$ cat config.mk
export PLATFORM = sky130hd
export DESIGN_NAME = eased_rect_animator_flat
export DESIGN_NICKNAME = d
export VERILOG_FILES = /design/src/design/era_pkg.sv /design/src/design/era_if.sv /design/src/design/eased_rect_animator.sv /design/src/design/era_div.sv /design/src/flat_wrapper.sv
export SDC_FILE = /design/constraint.sdc
export NUM_CORES = 2
export LEC_CHECK = 0
export BUFFER_PORTS_ARGS = -buffer_cell sky130_fd_sc_hd__buf_2
export CAP_MARGIN = 20
export CORE_MARGIN = 5
export CORE_UTILIZATION = 55
export DETAILED_ROUTE_END_ITERATION = 12
export PLACE_DENSITY = 0.72
export SLEW_MARGIN = 20
export SYNTH_ARGS = -nofsm -noshare
export SYNTH_HDL_FRONTEND = slang
export SYNTH_HIERARCHICAL = 1
export SYNTH_SLANG_ARGS = --single-unit
export TNS_END_PERCENT = 30
$ cat constraint.sdc
create_clock -name clk -period 21.1 [get_ports clk]
set_clock_uncertainty 0.2 [all_clocks]
set_input_delay 1.055 -clock clk [delete_from_list [all_inputs] [get_ports clk]]
set_output_delay 1.055 -clock clk [all_outputs]
set_load 0.05 [all_outputs]
$ cat src/design/era_pkg.sv
// shared types and constants for the eased rectangle animator
// no dependencies
package era_pkg;

    localparam int COORD_W        = 20;
    localparam int TIME_W         = 32;
    localparam int DUR_W          = 24;
    localparam int CPX_W          = 15;
    localparam int CPY_W          = 16;
    localparam int FRAC_W         = 16;
    localparam int PROG_W         = FRAC_W + 1;
    localparam int ERA_BISECT_STEPS = 10;

    localparam logic [PROG_W-1:0] ONE_Q16 = PROG_W'(1) << FRAC_W;

    typedef logic signed [COORD_W-1:0] coord_t;
    typedef logic [PROG_W-1:0]         prog_t;

    localparam logic REQ_START = 1'b0;
    localparam logic REQ_QUERY = 1'b1;

endpackage

$ cat src/design/era_if.sv
// valid/ready channels of the eased rectangle animator
// depends on era_pkg
interface era_req_if import era_pkg::*; ();
    logic                  valid;
    logic                  ready;
    logic                  req_type;
    logic [TIME_W-1:0]     event_time;
    coord_t                end_x;
    coord_t                end_y;
    coord_t                end_w;
    coord_t                end_h;
    logic [DUR_W-1:0]      anim_length;
    logic [CPX_W-1:0]      curve_x1;
    logic signed [CPY_W-1:0] curve_y1;
    logic [CPX_W-1:0]      curve_x2;
    logic signed [CPY_W-1:0] curve_y2;

    modport source (output valid, req_type, event_time, end_x, end_y, end_w, end_h,
                    anim_length, curve_x1, curve_y1, curve_x2, curve_y2,
                    input ready);
    modport sink   (input valid, req_type, event_time, end_x, end_y, end_w, end_h,
                    anim_length, curve_x1, curve_y1, curve_x2, curve_y2,
                    output ready);
endinterface

interface era_rsp_if import era_pkg::*; ();
    logic   valid;
    logic   ready;
    coord_t out_x;
    coord_t out_y;
    coord_t out_w;
    coord_t out_h;

    modport source (output valid, out_x, out_y, out_w, out_h, input ready);
    modport sink   (input valid, out_x, out_y, out_w, out_h, output ready);
endinterface

$ cat src/design/eased_rect_animator.sv
// top level of the eased rectangle animator
// depends on era_pkg, era_if (era_req_if, era_rsp_if) and era_div
//
// A start item (req_type 0) is taken without leaving idle: the current rectangle
// becomes the start rectangle, and the target, start time, duration and control
// points are stored; it gives no result. A query item (req_type 1) gives one
// result: zeros while no animation was started, otherwise the blend of start and
// target at the eased progress, which also becomes the current rectangle. A query
// runs through setup, the bit-serial progress divider (sixteen quotient bits, then
// its registered done flag), eight micro-steps on the shared multiplier for each
// Bezier evaluation (one per bisection step plus the final y evaluation), a pass
// of the multiplier for the start and for the target of each of the four
// coordinates of the blend, and the load of the output register. Queries that
// need no easing (idle, zero duration, before start, past end) skip the divider
// and the Bezier passes. The block takes no item while a query is in progress;
// a finished result sits in an output register until taken.
module eased_rect_animator import era_pkg::*;
#(
    parameter int BISECT_STEPS = ERA_BISECT_STEPS
)
(
    input  logic      clk,
    input  logic      rst_n,
    era_req_if.sink   req,
    era_rsp_if.source rsp
);

    localparam int ITER_W = $clog2(BISECT_STEPS + 1);
    localparam int MA_W   = 34;
    localparam int MB_W   = 20;
    localparam int P_W    = MA_W + MB_W;
    localparam int BEZ_W  = 21;
    localparam int E_W    = 19;

    // micro-steps of one bezier evaluation on the shared multiplier
    localparam logic [2:0] STEP_UU  = 3'd0;
    localparam logic [2:0] STEP_TT  = 3'd1;
    localparam logic [2:0] STEP_B1  = 3'd2;
    localparam logic [2:0] STEP_B2  = 3'd3;
    localparam logic [2:0] STEP_B3  = 3'd4;
    localparam logic [2:0] STEP_P1  = 3'd5;
    localparam logic [2:0] STEP_P2  = 3'd6;
    localparam logic [2:0] STEP_SUM = 3'd7;

    typedef enum logic [5:0] {
        ST_IDLE  = 6'b000001,
        ST_PREP  = 6'b000010,
        ST_DIV   = 6'b000100,
        ST_BEZ   = 6'b001000,
        ST_BLEND = 6'b010000,
        ST_OUT   = 6'b100000
    } state_t;

    state_t state_reg, state_next;

    // animation state
    coord_t start_reg [4];
    coord_t tgt_reg   [4];
    coord_t cur_reg   [4];
    logic [TIME_W-1:0]       t0_reg;
    logic [DUR_W-1:0]        dur_reg;
    logic                    anim_reg;
    logic [CPX_W-1:0]        x1_reg, x2_reg;
    logic signed [CPY_W-1:0] y1_reg, y2_reg;

    // query working registers
    logic [TIME_W-1:0] now_reg;
    prog_t             p_reg, p_next;
    prog_t             lo_reg, lo_next, hi_reg, hi_next, t_reg, t_next;
    logic [ITER_W-1:0] iter_reg, iter_next;
    logic              yph_reg, yph_next;
    logic [2:0]        step_reg, step_next;
    logic [1:0]        idx_reg, idx_next;
    logic              half_reg, half_next;
    logic [PROG_W-1:0] uu_reg, uu_next, tt_reg, tt_next;
    logic [2*PROG_W-2:0] b1_reg, b1_next, b2_reg, b2_next, b3_reg, b3_next;
    logic signed [P_W-1:0] acc_reg, acc_next;
    logic signed [E_W-1:0] e_reg, e_next;
    logic              zero_reg, zero_next;
    coord_t            res_next;
    logic              res_we;

    // output register
    logic   ovalid_reg, ovalid_next;
    coord_t ox_reg, oy_reg, ow_reg, oh_reg;
    logic   oload;

    // shared multiplier
    logic signed [MA_W-1:0] mul_a;
    logic signed [MB_W-1:0] mul_b;
    logic signed [P_W-1:0]  prod;

    // divider
    logic               div_start, div_done;
    logic [FRAC_W-1:0]  div_quot;
    logic [TIME_W-1:0]  elapsed;

    logic [PROG_W-1:0]       u_val;
    logic signed [P_W-1:0]   bez_sum;
    logic signed [BEZ_W-1:0] bez;
    logic                    bez_lt;
    logic [PROG_W:0]         mid_sum;
    logic signed [P_W-1:0]   blend_v;
    logic signed [P_W-17:0]  blend_r;
    logic signed [MB_W-1:0]  one_minus_e;
    logic                    in_acc;

    era_div u_div (
        .clk   (clk),
        .rst_n (rst_n),
        .start (div_start),
        .num   (elapsed[DUR_W-1:0]),
        .den   (dur_reg),
        .done  (div_done),
        .quot  (div_quot)
    );

    assign in_acc      = req.valid && req.ready;
    assign req.ready   = (state_reg == ST_IDLE);
    assign elapsed     = now_reg - t0_reg;
    assign u_val       = ONE_Q16 - t_reg;
    assign one_minus_e = MB_W'(signed'({1'b0, ONE_Q16})) - MB_W'(e_reg);

    // operand selection for the shared multiplier
    always_comb
    begin
        mul_a = '0;
        mul_b = '0;
        if (state_reg == ST_BLEND)
        begin
            if (!half_reg)
            begin
                mul_a = MA_W'(start_reg[idx_reg]);
                mul_b = one_minus_e;
            end
            else
            begin
                mul_a = MA_W'(tgt_reg[idx_reg]);
                mul_b = MB_W'(e_reg);
            end
        end
        else
        begin
            case (step_reg)
                STEP_UU:
                begin
                    mul_a = MA_W'(u_val);
                    mul_b = MB_W'(u_val);
                end
                STEP_TT:
                begin
                    mul_a = MA_W'(t_reg);
                    mul_b = MB_W'(t_reg);
                end
                STEP_B1:
                begin
                    mul_a = MA_W'(uu_reg);
                    mul_b = MB_W'(t_reg);
                end
                STEP_B2:
                begin
                    mul_a = MA_W'(tt_reg);
                    mul_b = MB_W'(u_val);
                end
                STEP_B3:
                begin
                    mul_a = MA_W'(tt_reg);
                    mul_b = MB_W'(t_reg);
                end
                STEP_P1:
                begin
                    mul_a = MA_W'(b1_reg);
                    mul_b = yph_reg ? MB_W'(y1_reg) : MB_W'(x1_reg);
                end
                STEP_P2:
                begin
                    mul_a = MA_W'(b2_reg);
                    mul_b = yph_reg ? MB_W'(y2_reg) : MB_W'(x2_reg);
                end
                default:
                begin
                    mul_a = '0;
                    mul_b = '0;
                end
            endcase
        end
    end

    assign prod = mul_a * mul_b;

    // 3 * (b1*p1 + b2*p2) + b3 * 2^14, floored to a signed q4.16 value
    assign bez_sum = (acc_reg <<< 1) + acc_reg + P_W'({b3_reg, 14'b0});
    assign bez     = bez_sum[BEZ_W+29:30];
    assign bez_lt  = bez < BEZ_W'(signed'({1'b0, p_reg}));

    // blend with round half up, then saturate
    assign blend_v = acc_reg + prod + P_W'(32768);
    assign blend_r = blend_v[P_W-1:16];

    always_comb
    begin
        if (blend_r > (P_W-16)'(524287))
        begin
            res_next = coord_t'(524287);
        end
        else if (blend_r < -(P_W-16)'(524288))
        begin
            res_next = coord_t'(-524288);
        end
        else
        begin
            res_next = blend_r[COORD_W-1:0];
        end
    end

    // sequencer
    always_comb
    begin
        state_next = state_reg;
        p_next     = p_reg;
        lo_next    = lo_reg;
        hi_next    = hi_reg;
        t_next     = t_reg;
        iter_next  = iter_reg;
        yph_next   = yph_reg;
        step_next  = step_reg;
        idx_next   = idx_reg;
        half_next  = half_reg;
        uu_next    = uu_reg;
        tt_next    = tt_reg;
        b1_next    = b1_reg;
        b2_next    = b2_reg;
        b3_next    = b3_reg;
        acc_next   = acc_reg;
        e_next     = e_reg;
        zero_next  = zero_reg;
        div_start  = 1'b0;
        res_we     = 1'b0;
        oload      = 1'b0;
        mid_sum    = '0;

        case (state_reg)
            ST_IDLE:
            begin
                if (in_acc && req.req_type == REQ_QUERY)
                begin
                    state_next = ST_PREP;
                end
            end
            ST_PREP:
            begin
                idx_next  = '0;
                half_next = 1'b0;
                zero_next = 1'b0;
                if (!anim_reg)
                begin
                    zero_next  = 1'b1;
                    state_next = ST_OUT;
                end
                else if (dur_reg == '0)
                begin
                    e_next     = E_W'(ONE_Q16);
                    state_next = ST_BLEND;
                end
                else if (now_reg < t0_reg)
                begin
                    e_next     = '0;
                    state_next = ST_BLEND;
                end
                else if (elapsed >= TIME_W'(dur_reg))
                begin
                    e_next     = E_W'(ONE_Q16);
                    state_next = ST_BLEND;
                end
                else
                begin
                    div_start  = 1'b1;
                    state_next = ST_DIV;
                end
            end
            ST_DIV:
            begin
                if (div_done)
                begin
                    p_next = PROG_W'(div_quot);
                    if (div_quot == '0)
                    begin
                        e_next     = '0;
                        state_next = ST_BLEND;
                    end
                    else
                    begin
                        lo_next    = '0;
                        hi_next    = ONE_Q16;
                        t_next     = ONE_Q16 >> 1;
                        iter_next  = '0;
                        yph_next   = 1'b0;
                        step_next  = STEP_UU;
                        state_next = ST_BEZ;
                    end
                end
            end
            ST_BEZ:
            begin
                step_next = step_reg + 3'd1;
                case (step_reg)
                    STEP_UU:  uu_next = prod[2*FRAC_W:FRAC_W];
                    STEP_TT:  tt_next = prod[2*FRAC_W:FRAC_W];
                    STEP_B1:  b1_next = prod[2*PROG_W-2:0];
                    STEP_B2:  b2_next = prod[2*PROG_W-2:0];
                    STEP_B3:  b3_next = prod[2*PROG_W-2:0];
                    STEP_P1:  acc_next = prod;
                    STEP_P2:  acc_next = acc_reg + prod;
                    STEP_SUM:
                    begin
                        if (yph_reg)
                        begin
                            e_next     = bez[E_W-1:0];
                            state_next = ST_BLEND;
                        end
                        else
                        begin
                            if (bez_lt)
                            begin
                                lo_next = t_reg;
                            end
                            else
                            begin
                                hi_next = t_reg;
                            end
                            mid_sum   = {1'b0, lo_next} + {1'b0, hi_next};
                            t_next    = mid_sum[PROG_W:1];
                            iter_next = iter_reg + ITER_W'(1);
                            if (iter_reg == ITER_W'(BISECT_STEPS - 1))
                            begin
                                yph_next = 1'b1;
                            end
                        end
                    end
                    default:
                    begin
                        step_next = STEP_UU;
                    end
                endcase
            end
            ST_BLEND:
            begin
                half_next = !half_reg;
                if (!half_reg)
                begin
                    acc_next = prod;
                end
                else
                begin
                    res_we   = 1'b1;
                    idx_next = idx_reg + 2'd1;
                    if (idx_reg == 2'd3)
                    begin
                        state_next = ST_OUT;
                    end
                end
            end
            ST_OUT:
            begin
                if (!ovalid_reg || rsp.ready)
                begin
                    oload      = 1'b1;
                    state_next = ST_IDLE;
                end
            end
            default:
            begin
                state_next = ST_IDLE;
            end
        endcase
    end

    always_comb
    begin
        ovalid_next = ovalid_reg;
        if (oload)
        begin
            ovalid_next = 1'b1;
        end
        else if (rsp.ready)
        begin
            ovalid_next = 1'b0;
        end
    end

    // control and animation state
    always_ff @(posedge clk or negedge rst_n)
    begin
        if (!rst_n)
        begin
            state_reg  <= ST_IDLE;
            ovalid_reg <= 1'b0;
            anim_reg   <= 1'b0;
            t0_reg     <= '0;
            dur_reg    <= '0;
            x1_reg     <= '0;
            y1_reg     <= '0;
            x2_reg     <= '0;
            y2_reg     <= '0;
            for (int i = 0; i < 4; i++)
            begin
                start_reg[i] <= '0;
                tgt_reg[i]   <= '0;
                cur_reg[i]   <= '0;
            end
        end
        else
        begin
            state_reg  <= state_next;
            ovalid_reg <= ovalid_next;
            if (in_acc && req.req_type == REQ_START)
            begin
                for (int i = 0; i < 4; i++)
                begin
                    start_reg[i] <= cur_reg[i];
                end
                tgt_reg[0] <= req.end_x;
                tgt_reg[1] <= req.end_y;
                tgt_reg[2] <= req.end_w;
                tgt_reg[3] <= req.end_h;
                t0_reg     <= req.event_time;
                dur_reg    <= req.anim_length;
                x1_reg     <= req.curve_x1;
                y1_reg     <= req.curve_y1;
                x2_reg     <= req.curve_x2;
                y2_reg     <= req.curve_y2;
                anim_reg   <= 1'b1;
            end
            if (res_we)
            begin
                cur_reg[idx_reg] <= res_next;
            end
        end
    end

    // working registers of a query
    always_ff @(posedge clk)
    begin
        if (in_acc)
        begin
            now_reg <= req.event_time;
        end
        p_reg    <= p_next;
        lo_reg   <= lo_next;
        hi_reg   <= hi_next;
        t_reg    <= t_next;
        iter_reg <= iter_next;
        yph_reg  <= yph_next;
        step_reg <= step_next;
        idx_reg  <= idx_next;
        half_reg <= half_next;
        uu_reg   <= uu_next;
        tt_reg   <= tt_next;
        b1_reg   <= b1_next;
        b2_reg   <= b2_next;
        b3_reg   <= b3_next;
        acc_reg  <= acc_next;
        e_reg    <= e_next;
        zero_reg <= zero_next;
        if (oload)
        begin
            ox_reg <= zero_reg ? '0 : cur_reg[0];
            oy_reg <= zero_reg ? '0 : cur_reg[1];
            ow_reg <= zero_reg ? '0 : cur_reg[2];
            oh_reg <= zero_reg ? '0 : cur_reg[3];
        end
    end

    assign rsp.valid = ovalid_reg;
    assign rsp.out_x = ox_reg;
    assign rsp.out_y = oy_reg;
    assign rsp.out_w = ow_reg;
    assign rsp.out_h = oh_reg;

endmodule

$ cat src/design/era_div.sv
// restoring divider for progress, one quotient bit per cycle
// depends on era_pkg
module era_div import era_pkg::*;
(
    input  logic               clk,
    input  logic               rst_n,
    input  logic               start,
    input  logic [DUR_W-1:0]   num,
    input  logic [DUR_W-1:0]   den,
    output logic               done,
    output logic [FRAC_W-1:0]  quot
);

    localparam int CNT_W = $clog2(FRAC_W + 1);

    logic [DUR_W-1:0]  rem_reg, rem_next;
    logic [FRAC_W-1:0] quot_reg, quot_next;
    logic [CNT_W-1:0]  cnt_reg, cnt_next;
    logic              busy_reg, busy_next;
    logic              done_reg, done_next;
    logic [DUR_W:0]    shifted;
    logic [DUR_W:0]    diff;

    always_comb
    begin
        shifted   = {rem_reg, 1'b0};
        diff      = shifted - {1'b0, den};
        rem_next  = rem_reg;
        quot_next = quot_reg;
        cnt_next  = cnt_reg;
        busy_next = busy_reg;
        done_next = 1'b0;
        if (start)
        begin
            rem_next  = num;
            quot_next = '0;
            cnt_next  = CNT_W'(FRAC_W);
            busy_next = 1'b1;
        end
        else if (busy_reg)
        begin
            if (!diff[DUR_W])
            begin
                rem_next  = diff[DUR_W-1:0];
                quot_next = {quot_reg[FRAC_W-2:0], 1'b1};
            end
            else
            begin
                rem_next  = shifted[DUR_W-1:0];
                quot_next = {quot_reg[FRAC_W-2:0], 1'b0};
            end
            cnt_next = cnt_reg - CNT_W'(1);
            if (cnt_reg == CNT_W'(1))
            begin
                busy_next = 1'b0;
                done_next = 1'b1;
            end
        end
    end

    always_ff @(posedge clk or negedge rst_n)
    begin
        if (!rst_n)
        begin
            busy_reg <= 1'b0;
            done_reg <= 1'b0;
            cnt_reg  <= '0;
        end
        else
        begin
            busy_reg <= busy_next;
            done_reg <= done_next;
            cnt_reg  <= cnt_next;
        end
    end

    always_ff @(posedge clk)
    begin
        rem_reg  <= rem_next;
        quot_reg <= quot_next;
    end

    assign done = done_reg;
    assign quot = quot_reg;

endmodule
$ cat src/flat_wrapper.sv
// flat-port wrapper written by rule: the top's interface ports become plain ports
module eased_rect_animator_flat import era_pkg::*;
#(
    parameter int BISECT_STEPS = ERA_BISECT_STEPS
)
  (clk, rst_n, req_valid, req_req_type, req_event_time, req_end_x, req_end_y, req_end_w, req_end_h, req_anim_length, req_curve_x1, req_curve_y1, req_curve_x2, req_curve_y2, req_ready, rsp_valid, rsp_out_x, rsp_out_y, rsp_out_w, rsp_out_h, rsp_ready);
  era_req_if req_i ();
  era_rsp_if rsp_i ();
  input  logic clk;
  input  logic rst_n;
  input wire logic [$bits(req_i.valid)-1:0] req_valid;
  input wire logic [$bits(req_i.req_type)-1:0] req_req_type;
  input wire logic [$bits(req_i.event_time)-1:0] req_event_time;
  input wire logic [$bits(req_i.end_x)-1:0] req_end_x;
  input wire logic [$bits(req_i.end_y)-1:0] req_end_y;
  input wire logic [$bits(req_i.end_w)-1:0] req_end_w;
  input wire logic [$bits(req_i.end_h)-1:0] req_end_h;
  input wire logic [$bits(req_i.anim_length)-1:0] req_anim_length;
  input wire logic [$bits(req_i.curve_x1)-1:0] req_curve_x1;
  input wire logic [$bits(req_i.curve_y1)-1:0] req_curve_y1;
  input wire logic [$bits(req_i.curve_x2)-1:0] req_curve_x2;
  input wire logic [$bits(req_i.curve_y2)-1:0] req_curve_y2;
  output wire logic [$bits(req_i.ready)-1:0] req_ready;
  output wire logic [$bits(rsp_i.valid)-1:0] rsp_valid;
  output wire logic [$bits(rsp_i.out_x)-1:0] rsp_out_x;
  output wire logic [$bits(rsp_i.out_y)-1:0] rsp_out_y;
  output wire logic [$bits(rsp_i.out_w)-1:0] rsp_out_w;
  output wire logic [$bits(rsp_i.out_h)-1:0] rsp_out_h;
  input wire logic [$bits(rsp_i.ready)-1:0] rsp_ready;
  assign req_i.valid = req_valid;
  assign req_i.req_type = req_req_type;
  assign req_i.event_time = req_event_time;
  assign req_i.end_x = req_end_x;
  assign req_i.end_y = req_end_y;
  assign req_i.end_w = req_end_w;
  assign req_i.end_h = req_end_h;
  assign req_i.anim_length = req_anim_length;
  assign req_i.curve_x1 = req_curve_x1;
  assign req_i.curve_y1 = req_curve_y1;
  assign req_i.curve_x2 = req_curve_x2;
  assign req_i.curve_y2 = req_curve_y2;
  assign req_ready = req_i.ready;
  assign rsp_valid = rsp_i.valid;
  assign rsp_out_x = rsp_i.out_x;
  assign rsp_out_y = rsp_i.out_y;
  assign rsp_out_w = rsp_i.out_w;
  assign rsp_out_h = rsp_i.out_h;
  assign rsp_i.ready = rsp_ready;
  eased_rect_animator #(.BISECT_STEPS(BISECT_STEPS)) u_core (.clk(clk), .rst_n(rst_n), .req(req_i), .rsp(rsp_i));
endmodule
Word-level counts from Yosys, hierarchy flattened
Index checks and enable logic that the tools add are counted.
- output and inout port bits: 82
- memory bits (read-only): 0
- bits in registers: 810
- latch bits: 0
- memories: 0
- logic and storage cells: 241
- memory bits (writable): 0
- input bits: 203
- mux-type cells: 108
- $lt $le $gt $ge: 7
- div/mod/pow operators: 0
- $mul: 1
- eq/ne operators: 30
- bitwise operators: 2
- $add $sub $neg: 13
- shift-type cells: 0
- reductions and logical operators: 32
- operators with widths (kind ; count):
    $mux W17 ; 20
    $mux W20 ; 11
    $pmux W54 S2 ; 2
    $pmux W33 S6 ; 1
    $mux W19 ; 8
    $pmux W17 S2 ; 3
    $bmux W20 S2 ; 2
    $bwmux W80 ; 1
    $pmux W20 S4 ; 1
    $mux W24 ; 3
    $mux W34 ; 2
    $mux W6 ; 10
    $pmux W19 S3 ; 1
    $add A54 B17 Y54 const B ; 1
    $add A54 B54 Y54 ; 1
    $mul A34 B20 Y54 ; 1
    $mux W54 ; 1
    $add A51 B47 Y51 ; 1
    $add A51 B51 Y51 ; 1
    $demux W20 S2 ; 1
    $gt A38 B20 Y1 const B ; 1
    $lt A38 B20 Y1 const B ; 1
    $pmux W6 S6 ; 1
    $ge A32 B24 Y1 ; 1
    55 further kinds ; 117

Logic depth before layout (Yosys ltp)
- word-level depth: 13
- mapped depth: 64
- gate-level depth less buffers: 59

Hierarchy
Netlist, hierarchy kept.
- modules (own cells, without submodules) (module ; sequential area each (µm²) ; area an instance (µm²) ; times used ; cells each):
    eased_rect_animator ; 21081.5 ; 65574.1 ; 1 ; 6288
    era_div ; 1216.2 ; 3612.2 ; 1 ; 417

Worst setup path after synthesis
No wires, ideal clock.
- path type: flip-flop to flip-flop
- from: register u_core.t_reg[0]
- to: register u_core/cur_reg[77] in the netlist's numbering
- path buffers: 5
- required time: 20.827 ns
- data arrival time: 14.004 ns
- setup slack: 6.823 ns
- cell stages (with the launch flop): 59
- library setup time: 0.073 ns
- clock period less this slack: 14.277 ns
- path through: edfxtp_1 inv_1 ha_1 nand2_1 or3_1 or3_1 or3_1 or3_1 or3_1 nor3_1 nand2_1 o211ai_1 nand2_1 o21ai_0 clkbuf_1 nand2_1 fa_1 inv_1 [23 not listed] buf_6 a21o_1 a21oi_1 mux2i_1 o211ai_1 a311o_1 or4_4 a211oi_2 nand3_2 nor3_1 xor2_1 or4_1 nor4_2 or2_1 buf_6 buf_12 nand2_4 a21oi_2
- longest elaborated chain between the ends: 10
- elaborated cells between the ends (all ways): 13
- those cells by class: add/sub: 3; mul: 1; order compare: 2; mux: 7
- RTL lines (item ; line ; RTL):
    start, declared ; eased_rect_animator.sv:69 ; prog_t lo_reg, lo_next, hi_reg, hi_next, t_reg, t_next;
    start signal, assigned ; eased_rect_animator.sv:451 ; t_reg <= t_next;
    $sub A17 B17 Y17 ; eased_rect_animator.sv:121 ; assign u_val = ONE_Q16 - t_reg;
    $pmux W33 S6 or $pmux W20 S4 (tied branches) ; eased_rect_animator.sv:144 ; case (step_reg)
    $mux W34 or $mux W20 (tied branches) ; eased_rect_animator.sv:129 ; if (state_reg == ST_BLEND)
    $mul A34 B20 Y54 (*) ; eased_rect_animator.sv:189 ; assign prod = mul_a * mul_b;
    $add A54 B54 Y54 (*) ; eased_rect_animator.sv:197 ; assign blend_v = acc_reg + prod + P_W'(32768);
    $add A54 B17 Y54 (*) ; eased_rect_animator.sv:197 ;
    $lt A38 B20 Y1 ; eased_rect_animator.sv:206 ; else if (blend_r < -(P_W-16)'(524288))
    $mux W20 ; eased_rect_animator.sv:206 ;
    $mux W20 (*) ; eased_rect_animator.sv:202 ; if (blend_r > (P_W-16)'(524287))
    $bwmux W80 (*) ; eased_rect_animator.sv:436 ; cur_reg[idx_reg] <= res_next;
    end signal, assigned by index ; eased_rect_animator.sv:436 ;
    end, declared ; eased_rect_animator.sv:59 ; coord_t cur_reg [4];
Mark *: on every way between the ends. The rest lies on a longest branch, timed or not.
A chain may end at the register's enable or synchronous reset.

Worst setup path after layout
- from: register u_core.t_reg[0]
- to: register u_core/cur_reg[3] in the netlist's numbering
- longest elaborated chain between the ends: 10
- elaborated cells between the ends (all ways): 13
- those cells by class: add/sub: 3; mul: 1; order compare: 2; mux: 7
- RTL lines (item ; line ; RTL):
    $sub A17 B17 Y17 ; eased_rect_animator.sv:121 ;
    $pmux W33 S6 or $pmux W20 S4 (tied branches) ; eased_rect_animator.sv:144 ;
    $mux W34 or $mux W20 (tied branches) ; eased_rect_animator.sv:129 ;
    $mul A34 B20 Y54 (*) ; eased_rect_animator.sv:189 ;
    via u_core.prod[31] ; eased_rect_animator.sv:91 ; logic signed [P_W-1:0] prod;
    $add A54 B54 Y54 (*) ; eased_rect_animator.sv:197 ;
    $add A54 B17 Y54 (*) ; eased_rect_animator.sv:197 ;
    $lt A38 B20 Y1 ; eased_rect_animator.sv:206 ;
    $mux W20 ; eased_rect_animator.sv:206 ;
    $mux W20 (*) ; eased_rect_animator.sv:202 ;
    $bwmux W80 (*) ; eased_rect_animator.sv:436 ;
Mark *: on every way through the listed nets, which the timed path passes. The rest lies on a longest branch.

==> metrics.yaml <==
syn_inst: 6705
dieArea_mm2: 0.133
endpoint: "u_core/cur_reg[3]$_DFFE_PN0P_"
seq_area_frac_synth_pct: 32.2
timing.rr.end: "u_core/cur_reg[3]$_DFFE_PN0P_"
cp_top_family: "simple AND/OR/NAND/NOR gates"
synth_cell_types: 123
final.setup.tns_ns: 0
rrSetupSlack_ns: 3.99
ant_nets: 0
multi_input_area_mm2: 0.0427
via_per_inst: 6.01
synth_largest_area_cell: "fa_1"
status: "finished clean"
synth_area_leaders: "fa_1 21%, edfxtp_1 18%, dfrtp_1 13%, ha_1 6.8%, mux2_2 5.6%"
syn_area_mm2: 0.0692
worstMarginPinSlew_ns: 1.23
start_util_pct: 55.2
path_max_fanout: 17
num_rows: 130
hold_ws_ns: 0.229
syn-num-nets: 7994
drt_pass1_iterations: 8
syn_avg_cell_area_um2: 10.3
antenna_found_initial: 9
startpoint_type: "register"
wl_per_cell_um: 23.7
gp_congestion: 0.986
async_flop_share_pct: 46.0
die_height_um: 365
rsz0062_at_grt: "false"
drt_first_iter_violations: 5458
num_vias: 51700
crit_top_cell: "fa_1"
fmax_ghz: 0.0584
ctsRootBufferMaster: "clkbuf_16"
drc: 0
clock_path_buffers: 3
clock_latency_ns: 0.68
cts_tree: "done"
path_depth: 56
fp.dieW_um: 365
synth_ff_type: "edfxtp_1"
slew_headroom_pct: 18.2
clkTransAtPathRegs_ns: 0.06
holdBufCountCts: 0
drt_wl_total_um: 204000
core_mm2: 0.125
grt_max_degree: 103
ff2ff_path_depth: 56
worst_setup_path_end_kind: "register"
grt_pass1_vias: 53000
layout_common_cells: "816 x inv_1, 709 x fa_1, 678 x nand2_1, 597 x nor2_1, 421 x edfxtp_1"
max_cap_viol_count: 0
r2r_start: "u_core/t_reg[0]$_SDFFCE_PP0P_"
h-tree-depth: 3
layout_commonest_cell: "inv_1"
cp_num_buf_inv: 6
finalSetupViolCount: 0
hold_path.class: "in -> async"
cts.sinks: 810
post_cts_resized: 0
yosys.area.top_type_share_pct: 20.5
io_buffer_count: 284
syn2layout_area_growth_pct: 8.73
cp.required_ns: 21.41
track_usage_pct: 30.9
grt_pass1_wl_um: 314000
dp_hpwl_um: 153000
slowest_stage: "and2_1"
synth_edf_count: 421
cts_buffers: 79
min_period_ns: 17.11
post_cts_buffers: 0
crit_start: "u_core/t_reg[0]$_SDFFCE_PP0P_"
arrival_ns: 17.42
finalCritPeriodShare_pct: 81.1
regArea_mm2: 0.0223
hold_viol: 0
final_nets: 8166
overflow: 0
crit_type: "reg -> reg"
cpPeakStageDelay_ns: 0.87
ys_ff_latch: 810
slew_viol_final: 0
fill_cells: 10300
drive_gt1_share_pct: 15.5
io_pins: 285
synth_warnings: 6
[routing by layer]
layer	GRT usage, %	wire length [um]	vias up
met3	7.05	19700	516
met4	13.2	10500	10
met2	49.1	93100	2550
li1	-	-	22900
met1	41.2	80200	25700
met5	0	69	-
[area by class of cell]
cell class | count | area share, %
multi-input combinational | 4773 | 56.7
tap | 1650 | 2.74
clock buffer | 97 | 2.90
clock inverter | 50 | 0.877
sequential | 810 | 29.6
inverter | 816 | 4.07
timing repair buffer | 397 | 3.04
antenna | 5 | 0.0166
[Yosys cell counts (all sizes together), types with 31 or more instances]
cell,instances
nor4,41
or3,31
nor3,58
mux2,341
and2,110
clkbuf,255
xnor2,165
nand2b,78
ha,377
nand4,55
o21a,31
fa,709
nor2b,115
mux2i,68
o211ai,34
inv,816
nand3,86
and3,41
nor2,601
edfxtp,421
xor2,62
dfrtp,372
a21o,92
nand2,689
mux4,40
a21oi,336
buf,49
o21ai,210
[per-stage QoR]
stage                     instances  utilization [%]  instance area (um2)  setup WS, ns
after floorplan                6705                -                69200          6.82
after global placement         8446             57.8                72400          4.70
after detailed placement       8446             57.8                72400          4.36
after CTS                      8593             60.0                75200          4.28
after global routing           8595             60.1                75200          3.17
final                          8598             60.1                75200          3.99
[worst min path at each step]
stage          slack [ns]  cells after the start                               start                      endpoint
3_3_place_gp         0.25                      0  u_core/u_div/quot[15]$_SDFFE_PP0P_    u_core/p_reg[15]$_DFFE_PP_
5_1_grt              0.28                      1                               rst_n  u_core/t0_reg[5]$_DFFE_PN0P_
6_report             0.23                      1                               rst_n  u_core/t0_reg[4]$_DFFE_PN0P_
2_1_floorplan        0.23                      0  u_core/u_div/quot[15]$_SDFFE_PP0P_    u_core/p_reg[15]$_DFFE_PP_
4_1_cts              0.21                      1                               rst_n  u_core/t0_reg[4]$_DFFE_PN0P_
3_5_place_dp         0.26                      0  u_core/u_div/quot[15]$_SDFFE_PP0P_    u_core/p_reg[15]$_DFFE_PP_
[cells by family (layout without fill, tap and decap cells)]
logic type / Yosys count / count (layout) / share of synthesized area [%]
fa+ha+maj: 1086 / 1086 / 27.3
other cells: 0 / 5 / 0
compound gates: 1026 / 1026 / 9.95
flops: 810 / 810 / 32.2
buf+inv: 1122 / 1360 / 6.32
mux: 449 / 449 / 7.84
simple gates: 1985 / 1985 / 13.4
xor+xnor: 227 / 227 / 2.90
Power is not shown: default switching activity piles up to over one toggle a cycle in this logic, so the estimate is an artifact.
